## src/hw/rtl/tcpq_pkg.sv

```systemverilog
`timescale 1ns / 1ps
// ----------------------------------------------------------------------------
// tcpq_pkg: shared types and codes for the two-class ticket queue
// Command, status and sequencer codes, plus the control and status bundles
// passed between the sequencer and the datapath.
// ----------------------------------------------------------------------------
package tcpq_pkg;

  typedef enum logic [1:0] {
    CMD_PUSH_NORMAL = 2'd0,
    CMD_PUSH_PRIO   = 2'd1,
    CMD_SERVE       = 2'd2,
    CMD_NONE        = 2'd3
  } cmd_t;

  typedef enum logic [1:0] {
    STS_DONE  = 2'd0,
    STS_FULL  = 2'd1,
    STS_EMPTY = 2'd2
  } status_t;

  typedef enum logic [1:0] {
    ST_IDLE = 2'd0,
    ST_EXEC = 2'd1,
    ST_READ = 2'd2
  } state_t;

  typedef struct packed {
    logic latch_in;  // capture command and client on a transfer
    logic exec;      // update pointers, counters, stores
    logic load_rd;   // build result from store read data
  } ctrl_t;

  typedef struct packed {
    logic need_read; // serve hit: result waits on the store read
  } dp_sts_t;

  localparam int TICKET_W = 16;
  localparam int CLIENT_W = 16;
  localparam int WAIT_W   = 5;
  localparam int WORD_W   = TICKET_W + CLIENT_W;

endpackage

```

## src/hw/rtl/two_class_priority_ticket_queue_unit.sv

```systemverilog
`timescale 1ns / 1ps
// ----------------------------------------------------------------------------
// two_class_priority_ticket_queue_unit: two-class ticket queue
// Push-normal, push-priority and serve commands over two bounded FIFOs that
// share DEPTH entries; priority entries are served first.
// ----------------------------------------------------------------------------
// A command is taken when start is high and busy is low. Every command gives
// exactly one result, shown for one cycle with out_valid high; the receiver
// cannot stall, so capture it on that cycle. Pushes and refused serves give
// their result strobe straight from the execute state; a served entry passes
// a further state, the registered read of the store at the head pointer. busy
// drops as the result is produced, so a new command may transfer while the
// previous result is on the ports. Every push draws a ticket (also a refused
// one), starting at 1 and wrapping at 65536.
// ----------------------------------------------------------------------------
module two_class_priority_ticket_queue_unit #(
  parameter int DEPTH = 16  // total entries over both classes, 2..1024
) (
  input  logic                          clk,
  input  logic                          rst_n,
  input  logic                          start,
  output logic                          busy,
  input  logic [1:0]                    in_command,
  input  logic [tcpq_pkg::CLIENT_W-1:0] in_client_id,
  output logic                          out_valid,
  output logic [1:0]                    out_status,
  output logic [tcpq_pkg::TICKET_W-1:0] out_ticket,
  output logic [tcpq_pkg::CLIENT_W-1:0] out_served_client,
  output logic                          out_served_priority,
  output logic [tcpq_pkg::WAIT_W-1:0]   out_waiting
);
  import tcpq_pkg::*;

  ctrl_t   ctl;
  dp_sts_t sts;

  // sequencer: idle -> execute -> (store read) -> idle
  tcpq_ctrl u_ctrl (
    .clk   (clk),
    .rst_n (rst_n),
    .start (start),
    .busy  (busy),
    .sts   (sts),
    .ctl   (ctl)
  );

  // rings, counters, ticket counter and result registers
  tcpq_dp #(
    .DEPTH (DEPTH)
  ) u_dp (
    .clk                 (clk),
    .rst_n               (rst_n),
    .ctl                 (ctl),
    .sts                 (sts),
    .in_command          (in_command),
    .in_client_id        (in_client_id),
    .out_valid           (out_valid),
    .out_status          (out_status),
    .out_ticket          (out_ticket),
    .out_served_client   (out_served_client),
    .out_served_priority (out_served_priority),
    .out_waiting         (out_waiting)
  );

endmodule

```

## src/hw/rtl/tcpq_ctrl.sv

```systemverilog
`timescale 1ns / 1ps
// ----------------------------------------------------------------------------
// tcpq_ctrl: command sequencer
// Walks each command through execute and, for a served entry, a store read.
// ----------------------------------------------------------------------------
module tcpq_ctrl (
  input  logic              clk,
  input  logic              rst_n,
  input  logic              start,
  output logic              busy,
  input  tcpq_pkg::dp_sts_t sts,
  output tcpq_pkg::ctrl_t   ctl
);
  import tcpq_pkg::*;

  state_t state_r, state_nxt;

  always_ff @(posedge clk) begin
    if (!rst_n) begin
      state_r <= ST_IDLE;
    end else begin
      state_r <= state_nxt;
    end
  end

  always_comb begin
    state_nxt   = state_r;
    ctl         = '0;
    busy        = 1'b1;
    case (state_r)
      ST_IDLE: begin
        busy = 1'b0;
        if (start) begin
          ctl.latch_in = 1'b1;
          state_nxt    = ST_EXEC;
        end
      end
      ST_EXEC: begin
        ctl.exec  = 1'b1;
        state_nxt = sts.need_read ? ST_READ : ST_IDLE;
      end
      ST_READ: begin
        ctl.load_rd = 1'b1;
        state_nxt   = ST_IDLE;
      end
      default: begin
        state_nxt = ST_IDLE;
      end
    endcase
  end

endmodule

```

## src/hw/rtl/tcpq_dp.sv

```systemverilog
`timescale 1ns / 1ps
// ----------------------------------------------------------------------------
// tcpq_dp: queue datapath
// Two ring stores with head/tail/count, ticket counter and result registers.
// ----------------------------------------------------------------------------
module tcpq_dp #(
  parameter int DEPTH = 16
) (
  input  logic                          clk,
  input  logic                          rst_n,
  input  tcpq_pkg::ctrl_t               ctl,
  output tcpq_pkg::dp_sts_t             sts,
  input  logic [1:0]                    in_command,
  input  logic [tcpq_pkg::CLIENT_W-1:0] in_client_id,
  output logic                          out_valid,
  output logic [1:0]                    out_status,
  output logic [tcpq_pkg::TICKET_W-1:0] out_ticket,
  output logic [tcpq_pkg::CLIENT_W-1:0] out_served_client,
  output logic                          out_served_priority,
  output logic [tcpq_pkg::WAIT_W-1:0]   out_waiting
);
  import tcpq_pkg::*;

  localparam int AW = (DEPTH > 1) ? $clog2(DEPTH) : 1;
  localparam int CW = $clog2(DEPTH + 1);
  localparam int WW = (CW > WAIT_W) ? CW : WAIT_W;
  localparam logic [AW-1:0] LAST = AW'(DEPTH - 1);
  localparam logic [CW-1:0] FULL = CW'(DEPTH);

  logic [WORD_W-1:0] p_mem [DEPTH];
  logic [WORD_W-1:0] n_mem [DEPTH];
  logic [WORD_W-1:0] p_rd_r, n_rd_r;

  logic [1:0]          cmd_r;
  logic [CLIENT_W-1:0] client_r;
  logic [AW-1:0]       p_head_r, p_head_nxt, p_tail_r, p_tail_nxt;
  logic [AW-1:0]       n_head_r, n_head_nxt, n_tail_r, n_tail_nxt;
  logic [CW-1:0]       p_cnt_r, p_cnt_nxt, n_cnt_r, n_cnt_nxt;
  logic [TICKET_W-1:0] ticket_r, ticket_nxt;
  logic                sel_prio_r, sel_prio_nxt;
  logic                p_we, n_we;
  logic [CW-1:0]       occ;
  logic [WW-1:0]       occ_nxt;

  logic                valid_r, valid_nxt;
  logic [1:0]          status_r, status_nxt;
  logic [TICKET_W-1:0] oticket_r, oticket_nxt;
  logic [CLIENT_W-1:0] oclient_r, oclient_nxt;
  logic                oprio_r, oprio_nxt;
  logic [WAIT_W-1:0]   owait_r, owait_nxt;
  logic [WORD_W-1:0]   rd_word;

  function automatic logic [AW-1:0] ring_inc(input logic [AW-1:0] idx);
    return (idx == LAST) ? '0 : idx + AW'(1);
  endfunction

  assign occ     = p_cnt_r + n_cnt_r;
  assign occ_nxt = WW'(p_cnt_nxt) + WW'(n_cnt_nxt);
  assign rd_word = sel_prio_r ? p_rd_r : n_rd_r;

  assign sts.need_read = (cmd_r == CMD_SERVE) && (occ != '0);

  always_comb begin
    p_head_nxt   = p_head_r;
    p_tail_nxt   = p_tail_r;
    p_cnt_nxt    = p_cnt_r;
    n_head_nxt   = n_head_r;
    n_tail_nxt   = n_tail_r;
    n_cnt_nxt    = n_cnt_r;
    ticket_nxt   = ticket_r;
    sel_prio_nxt = sel_prio_r;
    p_we         = 1'b0;
    n_we         = 1'b0;
    valid_nxt    = 1'b0;
    status_nxt   = status_r;
    oticket_nxt  = oticket_r;
    oclient_nxt  = oclient_r;
    oprio_nxt    = oprio_r;
    owait_nxt    = owait_r;
    if (ctl.exec) begin
      status_nxt  = STS_DONE;
      oticket_nxt = '0;
      oclient_nxt = '0;
      oprio_nxt   = 1'b0;
      case (cmd_r)
        CMD_PUSH_NORMAL, CMD_PUSH_PRIO: begin
          ticket_nxt  = ticket_r + TICKET_W'(1);
          oticket_nxt = ticket_r;
          if (occ >= FULL) begin
            status_nxt = STS_FULL;
          end else if (cmd_r == CMD_PUSH_PRIO) begin
            p_we       = 1'b1;
            p_tail_nxt = ring_inc(p_tail_r);
            p_cnt_nxt  = p_cnt_r + CW'(1);
          end else begin
            n_we       = 1'b1;
            n_tail_nxt = ring_inc(n_tail_r);
            n_cnt_nxt  = n_cnt_r + CW'(1);
          end
        end
        CMD_SERVE: begin
          if (p_cnt_r != '0) begin
            sel_prio_nxt = 1'b1;
            p_head_nxt   = ring_inc(p_head_r);
            p_cnt_nxt    = p_cnt_r - CW'(1);
          end else if (n_cnt_r != '0) begin
            sel_prio_nxt = 1'b0;
            n_head_nxt   = ring_inc(n_head_r);
            n_cnt_nxt    = n_cnt_r - CW'(1);
          end else begin
            status_nxt = STS_EMPTY;
          end
        end
        default: begin
        end
      endcase
      // served entry reports after the store read
      valid_nxt = !sts.need_read;
      owait_nxt = occ_nxt[WAIT_W-1:0];
    end
    if (ctl.load_rd) begin
      valid_nxt   = 1'b1;
      status_nxt  = STS_DONE;
      oticket_nxt = rd_word[WORD_W-1 -: TICKET_W];
      oclient_nxt = rd_word[CLIENT_W-1:0];
      oprio_nxt   = sel_prio_r;
    end
  end

  always_ff @(posedge clk) begin
    if (!rst_n) begin
      p_head_r <= '0;
      p_tail_r <= '0;
      p_cnt_r  <= '0;
      n_head_r <= '0;
      n_tail_r <= '0;
      n_cnt_r  <= '0;
      ticket_r <= TICKET_W'(1);
      valid_r  <= 1'b0;
    end else begin
      p_head_r <= p_head_nxt;
      p_tail_r <= p_tail_nxt;
      p_cnt_r  <= p_cnt_nxt;
      n_head_r <= n_head_nxt;
      n_tail_r <= n_tail_nxt;
      n_cnt_r  <= n_cnt_nxt;
      ticket_r <= ticket_nxt;
      valid_r  <= valid_nxt;
    end
  end

  always_ff @(posedge clk) begin
    if (ctl.latch_in) begin
      cmd_r    <= in_command;
      client_r <= in_client_id;
    end
    sel_prio_r <= sel_prio_nxt;
    status_r   <= status_nxt;
    oticket_r  <= oticket_nxt;
    oclient_r  <= oclient_nxt;
    oprio_r    <= oprio_nxt;
    owait_r    <= owait_nxt;
  end

  // stores: one write port at the tail, registered read at the head
  always_ff @(posedge clk) begin
    if (p_we) begin
      p_mem[p_tail_r] <= {ticket_r, client_r};
    end
    p_rd_r <= p_mem[p_head_r];
  end

  always_ff @(posedge clk) begin
    if (n_we) begin
      n_mem[n_tail_r] <= {ticket_r, client_r};
    end
    n_rd_r <= n_mem[n_head_r];
  end

  assign out_valid           = valid_r;
  assign out_status          = status_r;
  assign out_ticket          = oticket_r;
  assign out_served_client   = oclient_r;
  assign out_served_priority = oprio_r;
  assign out_waiting         = owait_r;

endmodule
```

## config.mk

```make
export PLATFORM = sky130hd
export DESIGN_NAME = two_class_priority_ticket_queue_unit
export DESIGN_NICKNAME = d
export VERILOG_FILES = /design/src/hw/rtl/tcpq_pkg.sv /design/src/hw/rtl/two_class_priority_ticket_queue_unit.sv /design/src/hw/rtl/tcpq_ctrl.sv /design/src/hw/rtl/tcpq_dp.sv
export SDC_FILE = /design/constraint.sdc
export NUM_CORES = 1
export LEC_CHECK = 0
export ABC_CLOCK_PERIOD_IN_PS = 5800
export BUFFER_PORTS_ARGS = -buffer_cell sky130_fd_sc_hd__buf_2
export CAP_MARGIN = 20
export CORE_MARGIN = 2
export CORE_UTILIZATION = 45
export CTS_BUF_LIST = sky130_fd_sc_hd__clkbuf_4
export CTS_CLUSTER_DIAMETER = 100
export DETAILED_ROUTE_END_ITERATION = 8
export PLACE_DENSITY = 0.66
export SYNTH_ARGS = -nofsm -noshare
export SYNTH_HDL_FRONTEND = slang
export SYNTH_SLANG_ARGS = --single-unit
```

## constraint.sdc

```tcl
create_clock -name clk -period 5.8 [get_ports clk]
set_input_delay 0.58 -clock clk [delete_from_list [all_inputs] [get_ports clk]]
set_output_delay 0.58 -clock clk [all_outputs]
set_load 0.02 [all_outputs]
```

==> results.md, run 1 <==
- The initial antenna violation count was 3.
- The max-slew violation total from the final report is 0.
- The kind of end point of the critical path is a flip-flop.
- For this run, the number of standard cells in the final layout without fillers is 3929.
- In this run the most critical hold path is launched from in_command[0].
- Timing would allow up to 0.2333 GHz.
- The endpoint required time on the critical path is 6640 ps.
- The end of the worst register-to-register path is u_dp.out_waiting[4].
- The switching power of the nets is 3529 uW.
- At the end of routability-driven placement, the weighted congestion stood at 0.8118.
- Adding up every negative setup slack in the final design gives 0 ps.
- The number of max-cap violations is 0.
- The via count of the first global-routing pass is 22740.
- Along the worst hold path, the cell count comes to 2.
- The type of origin of the critical path is a flip-flop.
- The worst setup path category is flip-flop to flip-flop.
- The worst relative slew slack is 0.2664.
- Clock tree synthesis selected as its root buffer the cell sky130_fd_sc_hd__clkbuf_4.
- In this run the worst path has a maximum fanout of 8.
- The ratio of routed vias to standard cells is 5.547.
- The total power density per cell area is 323.6 nW/um^2.
- The part of the cycle the worst path needs is 0.7391.
- After the first detailed-routing iteration, the DRC count stood at 2127.
- The transition time at the pin with the least slew margin is 1100 ps.
- The count of TritonRoute iterations in the first routing pass is 7.
- Entering global routing, the biggest net connects 133 pins.
- The post-cts sizing count is 0.
- For this run, design rule violations remaining after detail routing come to 0.
- The area overhead of the layout relative to synthesis is 14.91%.
- In the final design database the tool counted 2459 nets.
- The depth of the most critical reg-to-reg path is 14.
- Clock tree synthesis inserted a total of 314 buffers.
- The number of placed instances, taps included, is 3352.
- In the final routed layout, each cell accounts on average for 25.82 um.
- The half-perimeter wire length after detailed placement is 59.44 mm.
- The share of synthesized area occupied by flip-flops and latches is 0.7681.
- Ranked by total cell area, the synthesized netlist is headed by sky130_fd_sc_hd__edfxtp_1 72%, sky130_fd_sc_hd__mux4_2 16%, sky130_fd_sc_hd__dfxtp_1 4.9%.
- The analysis attributes to cell leakage a power of 0.01625 uW.
- The post-CTS clock slew at the launch and capture registers of the worst setup and hold paths is 60 ps.
- In the global route stage, overall resource usage came out at 0.2005.
- STA puts the critical path data arrival time at 5130 ps.
- Port buffering added 62 buffers.
- After synthesis the cells add up to 45150 um^2.
- The routed via count is 21800.
- Counting every net in the synthesized netlist gives 2100.
- The setup clock skew after layout is 99.27 ps.
- The least setup slack across all paths after layout is 1513 ps.
- The later pin in the worst-skew pair is clocked with a latency of 1150 ps.
- 63 I/O pins were placed.
- The clock network fraction of total power is 0.418.
- CTS saw 1192 sinks.
- The gate count after technology mapping is 2049.
- The synthesized design contains 1081 enable-type register cells.
- The worst hold path belongs to the class input port to flip-flop.
- Averaged over all synthesized cells, the footprint is 22.04 um^2.
- In this run, distinct cell masters in the synthesized netlist total 54.
- The wire length after detailed routing is 101.4 mm.
- The longest clock path from root to sink contains 4 buffers.
- The worst-case register-to-register setup slack is 1510 ps.
- The flow ran to the end, and the final reports show no timing, DRC or antenna violations.
- From left edge to right edge, the die measures 320.8 um.
- The number of warnings reported in the yosys synthesis log is 0.
- The switching power as a share of total power is 0.2102.
- The synthesized design spends more area on one cell type than any other, namely sky130_fd_sc_hd__edfxtp_1.
- The share of async-settable or async-resettable flops after synthesis is 0.
- The start of the worst register-to-register path is u_dp.p_cnt_r[0].
- The end point of the worst hold path is u_dp.cmd_r[0].
- The wire length of the first global-routing pass is 150.1 mm.
- The portion of total power attributed to sequential cells is 0.561.
- The die covers 102900 um^2.
- The number of rows in the core area is 116.
- The total area inside the core boundary comes to 99710 um^2.
- Of the post-synthesis cell area, the dominant cell type holds 0.7189.
- Of the cells placed in the final design, the portion with a size suffix greater than 1 is 0.3781.
- Setup repair after global routing left no endpoint under its margin.
- The count of final setup violators is 0.
- Across the VDD grid, the largest voltage drop is 0.1601 mV.
- The time the final worst path needs with I/O delays and setup is 4287 ps.
- The count of antenna-violating nets left after detailed routing is 0.
- The worst-case setup slack after placement is 1515 ps.
- The final count of hold timing violations was 0.
- In the synthesized netlist the dominant register cell turns out to be sky130_fd_sc_hd__edfxtp_1.
- The share of total power dissipated in combinational logic is 0.021.
- The H-tree was split into 5 levels.
- The vertical die dimension is 320.8 um.
- The clock tree from TritonCTS is yes.
- Summed over all layers, the global routing overflow is 0.
- The number of register bits inferred by synthesis is 1192.
- The initial core utilization is 0.4528.
- The internal power summed over all cells is 13260 uW.
through the flow:
step / hold WS, ps / cell area, um^2 / total power (uW) / util
floorplan: 463.0 / 45150 / 9783 / -
global placement: 484.7 / 47290 / 9938 / 0.4743
detailed placement: 524.6 / 47460 / 9947 / 0.4759
CTS: 57.20 / 51500 / 16980 / 0.5165
global route: 101.7 / 51880 / 17480 / 0.5203
finish: 191.7 / 51890 / 16790 / 0.5204
metal layers:
| layer | track usage | wire length, um | up-vias |
|---|---|---|---|
| li1 | - | - | 9402 |
| met1 | 0.2678 | 40670 | 11350 |
| met2 | 0.3254 | 51250 | 918 |
| met3 | 0.05089 | 7696 | 119 |
| met4 | 0.06291 | 1789 | 2 |
| met5 | 0 | 13 | - |
synth_stat cells (all sizes together) (2+ instances only):
| master | instances |
|---|---|
| ha | 28 |
| xor2 | 6 |
| mux4 | 320 |
| clkbuf | 76 |
| a211o | 2 |
| a31oi | 8 |
| nor2 | 41 |
| a21boi | 12 |
| o31ai | 3 |
| nand3b | 2 |
| edfxtp | 1081 |
| fa | 2 |
| nor4b | 4 |
| xnor2 | 22 |
| and3 | 7 |
| o21a | 2 |
| nand4 | 6 |
| o21ai | 31 |
| and3b | 2 |
| and2 | 21 |
| dfxtp | 111 |
| nand2 | 64 |
| a21o | 3 |
| a21oi | 15 |
| buf | 31 |
| nor2b | 22 |
| nand3 | 10 |
| nand2b | 26 |
| mux2i | 19 |
| mux2 | 16 |
| nor3 | 15 |
| a41oi | 3 |
| inv | 14 |
| or3 | 9 |
power by group through the flow:
| stage | Combinational (uW) | Sequential, uW | Clock, uW |
|---|---|---|---|
| after floorplan | 146 | 9640 | 0 |
| after global placement | 326 | 9610 | 0 |
| after detailed placement | 332 | 9620 | 0 |
| after CTS | 343 | 9430 | 7210 |
| after global routing | 385 | 9420 | 7680 |
| final | 358 | 9420 | 7010 |
layout by cell type, fill, tap and decap left out, types with 26 or more instances in the layout:
master,Yosys,routed
sky130_fd_sc_hd__ha_1,28,26
sky130_fd_sc_hd__edfxtp_1,1081,1081
sky130_fd_sc_hd__o21ai_0,31,31
sky130_fd_sc_hd__nand2b_1,26,26
sky130_fd_sc_hd__clkbuf_4,0,454
sky130_fd_sc_hd__clkinv_1,0,65
sky130_fd_sc_hd__dfxtp_1,111,93
sky130_fd_sc_hd__mux4_2,320,320
sky130_fd_sc_hd__buf_4,0,39
sky130_fd_sc_hd__buf_2,17,62
sky130_fd_sc_hd__nand2_1,64,64
area by class of cell:
cell class	instances	area, um^2
sequential	1192	34720
timing repair buffer	150	1430
fill	7667	47820
inverter	14	52.55
clock buffer	454	3408
antenna	2	5.005
multi-input combinational	736	10220
tap	1298	1624
clock inverter	83	431.7
worst max-delay path by stage:
stage,depth (start not counted),from,end,slack [ps]
2_1_floorplan,9,u_dp.p_cnt_r[0],u_dp.n_mem[0][0],970
3_3_place_gp,13,u_dp.p_cnt_r[0],u_dp.out_waiting[4],1510
3_5_place_dp,13,u_dp.p_cnt_r[0],u_dp.out_waiting[4],1520
4_1_cts,10,u_dp.p_cnt_r[0],u_dp.n_mem[0][7],1490
5_1_grt,13,u_dp.p_cnt_r[0],u_dp.out_waiting[4],1280
6_report,14,u_dp.p_cnt_r[0],u_dp.out_waiting[4],1510
timing repair:
item	in CTS	in global routing
setup buffers	0	0
hold buffers	20	0
endpoints found under the hold margin	21	0
flip-flops by register name, indices dropped and copies added (netlist names), 5 cells and up:
register and cells:
u_dp.p_rd_r 32, u_dp.p_cnt_r 5, u_dp.client_r 16, u_dp.out_served_client 16, u_dp.n_rd_r 32, u_dp.n_mem 512, u_dp.out_ticket 16, u_dp.out_waiting 5
u_dp.p_mem 512, u_dp.ticket_r 16, u_dp.n_cnt_r 5
kinds of logic after synthesis:
logic type	synth area share
AO/OA/AOI/OAI	0.01225
XOR/XNOR	0.005764
adder cells (fa/ha/maj)	0.008646
buffers and inverters	0.01053
flip-flops	0.7681
multiplexers	0.1678
AND/OR/NAND/NOR	0.02685
critical path: stages, from the launching register on:
cell and delay (ps):
sky130_fd_sc_hd__dfxtp_1 460, sky130_fd_sc_hd__ha_1 230, sky130_fd_sc_hd__inv_1 60, sky130_fd_sc_hd__fa_1 390
sky130_fd_sc_hd__nand2b_1 170, sky130_fd_sc_hd__o2bb2ai_1 250, sky130_fd_sc_hd__xor2_2 540, sky130_fd_sc_hd__and3_1 480
sky130_fd_sc_hd__a21oi_1 140, sky130_fd_sc_hd__or3_1 370, sky130_fd_sc_hd__ha_1 330, sky130_fd_sc_hd__a21o_1 190
sky130_fd_sc_hd__a21oi_1 190, sky130_fd_sc_hd__xnor2_1 110, sky130_fd_sc_hd__xnor2_1 140
Power figures use the tool's default switching activity.
==> inputs of run 2 (changes only) <==
--- a/config.mk
+++ b/config.mk
@@ -5,7 +5,7 @@
 export SDC_FILE = /design/constraint.sdc
 export NUM_CORES = 1
 export LEC_CHECK = 0
-export ABC_CLOCK_PERIOD_IN_PS = 5800
+export ABC_CLOCK_PERIOD_IN_PS = 3800
 export BUFFER_PORTS_ARGS = -buffer_cell sky130_fd_sc_hd__buf_2
 export CAP_MARGIN = 20
 export CORE_MARGIN = 2
@@ -13,7 +13,7 @@
 export CTS_BUF_LIST = sky130_fd_sc_hd__clkbuf_4
 export CTS_CLUSTER_DIAMETER = 100
 export DETAILED_ROUTE_END_ITERATION = 8
-export PLACE_DENSITY = 0.66
+export PLACE_DENSITY = 0.68
 export SYNTH_ARGS = -nofsm -noshare
 export SYNTH_HDL_FRONTEND = slang
 export SYNTH_SLANG_ARGS = --single-unit
==> constraint.sdc (replaced) <==
create_clock -name clk -period 3.8 [get_ports clk]
set_input_delay 0.38 -clock clk [delete_from_list [all_inputs] [get_ports clk]]
set_output_delay 0.38 -clock clk [all_outputs]
set_load 0.02 [all_outputs]
==> run 2 against run 1 <==
  * Maximum frequency grew 19%
  * First-iteration DRC count grew 6.4%
  * Setup slack lost 1300 ps
  * Sequential cell count is the same
  * Via count grew 3.9%
  * Wire length grew 2.0%
  * Die area is the same
  * Critical endpoint unchanged
  * Sequential power grew 53%
==> results.md, run 2 (same netlist as run 1, synthesis figures left out) <==
- The critical path in this run is classified as flip-flop to flip-flop.
- The final layout net count is 2547.
- In this run the static leakage power is 0.01663 uW.
- The post-CTS clock slew at the launch and capture registers of the worst setup and hold paths is 60 ps.
- The number of buffer and inverter stages on the critical path is 2.
- In this run the worst hold path is classified as input port to flip-flop.
- The flow ran to the end, and the final reports show no timing, DRC or antenna violations.
- The die is 320.8 um tall.
- The number of rows in the core area is 116.
- The filler-free cell count of the finished design is 4021.
- The count of TritonRoute iterations in the first routing pass is 5.
- The time the final worst path needs with I/O delays and setup is 3596 ps.
- The post-placement cell count is 3429.
- The wire length after detailed routing is 103.4 mm.
- Data arrives at the worst endpoint at 4460 ps.
- Detailed routing inserted a total of 22640 vias.
- Leaving out fill and tap cells, the most frequent cell in the layout is sky130_fd_sc_hd__edfxtp_1.
- For this run, the top clock speed supported by timing is 0.2781 GHz.
- In the layout the commonest cells are 1081 x sky130_fd_sc_hd__edfxtp_1, 475 x sky130_fd_sc_hd__clkbuf_4, 320 x sky130_fd_sc_hd__mux4_2.
- The largest registers in the layout are u_dp.n_mem x512, u_dp.p_mem x512.
- The count of antenna-violating nets left after detailed routing is 0.
- Broken down by cell family, the worst path's largest delay share belongs to adder cells.
- For this run, design rule violations remaining after detail routing come to 0.
- The width of the chip is 320.8 um.
- The internal power summed over all cells is 20480 uW.
- The cell at the root of the clock tree is sky130_fd_sc_hd__clkbuf_4.
- The initial antenna violation count is 7.
- The via count of the first global-routing pass is 23800.
- The switching power of the nets is 5368 uW.
- The H-tree was split into 5 levels.
- Setup repair after global routing left no endpoint under its margin.
- The slowest stage of the critical path belongs to the cell sky130_fd_sc_hd__fa_1.
- The part of the cycle the worst path needs is 0.9462.
- The aggregate global routing overflow is 0.
- The initial core utilization is 0.4528.
- The worst-case clock buffer depth is 4.
- The clock network fraction of total power is 0.421.
- The congestion estimate from routability-driven global placement came to 0.8302.
- The later pin in the worst-skew pair is clocked with a latency of 1150 ps.
- Of the total power, combinational logic draws 0.022.
- The pin count of the biggest net entering global routing is 75.
- The switching power as a share of total power is 0.2077.
- Once detailed placement completed, the half-perimeter wirelength came to 61.13 mm.
- The ratio of routed vias to standard cells is 5.631.
- The worst setup path is captured at a flip-flop.
- In this run the tool buffered the top-level ports with 62 buffer cells.
- Data on the critical path is required at its endpoint by 4670 ps.
- Walking the worst path, the cells encountered are ha_1, inv_1, fa_1, nand2b_1, o2bb2ai_1, xnor2_2, buf_4, nor3_4, a211o_1, fa_1, a21o_1, a21oi_2, xnor2_1, xnor2_1.
- The number of max-cap violations is 0.
- The total routing usage reported by global routing is 0.2049.
- The transition time at the pin with the least slew margin is 1115 ps.
- The worst ir drop on vdd is 0.2981 mV.
- The worst pin sits at a relative slew slack of 0.2563.
- The utilization after layout is 0.5297.
- The final count of hold timing violations is 0.
- The max-slew violation total from the final report is 0.
- In the final layout, the share of cells above drive strength 1 is 0.3964.
- For the final database, setup skew stands at 89.74 ps.
- Setup violations remaining at the end of the flow were counted as 0.
- For this run, the slowest stage of the critical path takes 480 ps.
- After the first detailed-routing iteration, the DRC count stood at 2263.
- The layout has 7669 filler cells.
- The clock net sink count is 1192.
- The worst setup path is launched from a flip-flop.
- The boundary pin count is 63.
- The die area is 102900 um^2.
- The total power density per cell area is 489.3 nW/um^2.
- In this run, CTS created clock tree buffers numbering 311.
- The area overhead of the layout relative to synthesis is 16.98%.
- In the final routed layout, each cell accounts on average for 25.72 um.
- The number of setup buffers added after CTS is 0.
- In this run the standard cell core region covers 99710 um^2.
- The clock tree from TritonCTS is yes.
- Along the worst path, the maximum fanout reaches 5.
- Of the total power, registers draw 0.557.
- The wire length of the first global-routing pass is 153.4 mm.
run 2: final timing paths:
path / to / slack, ps / cells past startpoint / from
max: u_dp.out_waiting[4] / 200 / 14 / u_dp.n_cnt_r[0]
max reg2reg: u_dp.out_waiting[4] / 200 / 14 / u_dp.n_cnt_r[0]
min reg2reg: u_ctrl.state_r[1] / 500 / 2 / u_ctrl.state_r[1]
min: u_ctrl.state_r[1] / 170 / 4 / start
run 2: cell type report:
cell class / count / area, um^2 / area share
antenna: 6 / 15.01 / 0.0002843
tap: 1298 / 1624 / 0.03075
timing repair buffer: 241 / 2220 / 0.04202
clock inverter: 59 / 344.1 / 0.006514
inverter: 14 / 52.55 / 0.0009949
multi-input combinational: 736 / 10300 / 0.1949
clock buffer: 475 / 3566 / 0.06751
sequential: 1192 / 34700 / 0.6570
run 2: per-layer routing:
layer	part of all wire	global-route usage	vias to the layer above	routed length, um
met5	0	0	-	0
met4	0.025	0.07439	0	2574
met3	0.076	0.04471	188	7907
met2	0.48	0.3212	1009	50010
met1	0.42	0.2849	11850	42930
li1	-	-	9599	-
run 2: power groups by stage:
stage / Sequential, uW / Clock, uW / Combinational (uW)
after floorplan: 14700 / 0 / 225
after CTS: 14500 / 11200 / 474
final: 14400 / 10900 / 560
after global routing: 14400 / 11900 / 603
after global placement: 14700 / 0 / 434
after detailed placement: 14700 / 0 / 440
run 2: worst reg2reg max path: stages (launching register included):
cell and delay (ps):
sky130_fd_sc_hd__dfxtp_1 340, sky130_fd_sc_hd__ha_1 180, sky130_fd_sc_hd__inv_1 60, sky130_fd_sc_hd__fa_1 390, sky130_fd_sc_hd__nand2b_1 170, sky130_fd_sc_hd__o2bb2ai_1 180
sky130_fd_sc_hd__xnor2_2 360, sky130_fd_sc_hd__buf_4 200, sky130_fd_sc_hd__nor3_4 40, sky130_fd_sc_hd__a211o_1 330, sky130_fd_sc_hd__fa_1 490, sky130_fd_sc_hd__a21o_1 210
sky130_fd_sc_hd__a21oi_2 160, sky130_fd_sc_hd__xnor2_1 110, sky130_fd_sc_hd__xnor2_1 140
run 2: repair_timing:
action                     4_1_cts  5_1_grt
hold buffers                    40        0
setup endpoints to repair        1        1
gates cloned                     0        0
gates resized for setup          1        3
pin swaps                        0        2
hold endpoints to repair        78        0
run 2: through the flow:
step	hold slack, ps	worst slack [ps]	TNS, ps	cell area (um^2)	total power (uW)
finish	173.3	204.3	0	52820	25840
floorplan	463.0	-201.8	-58660	45230	14930
global route	102.0	27.47	0	52820	26870
detailed placement	493.1	32.48	0	48200	15180
global placement	477.5	78.56	0	48200	15160
CTS	58.18	143.8	0	52520	26100
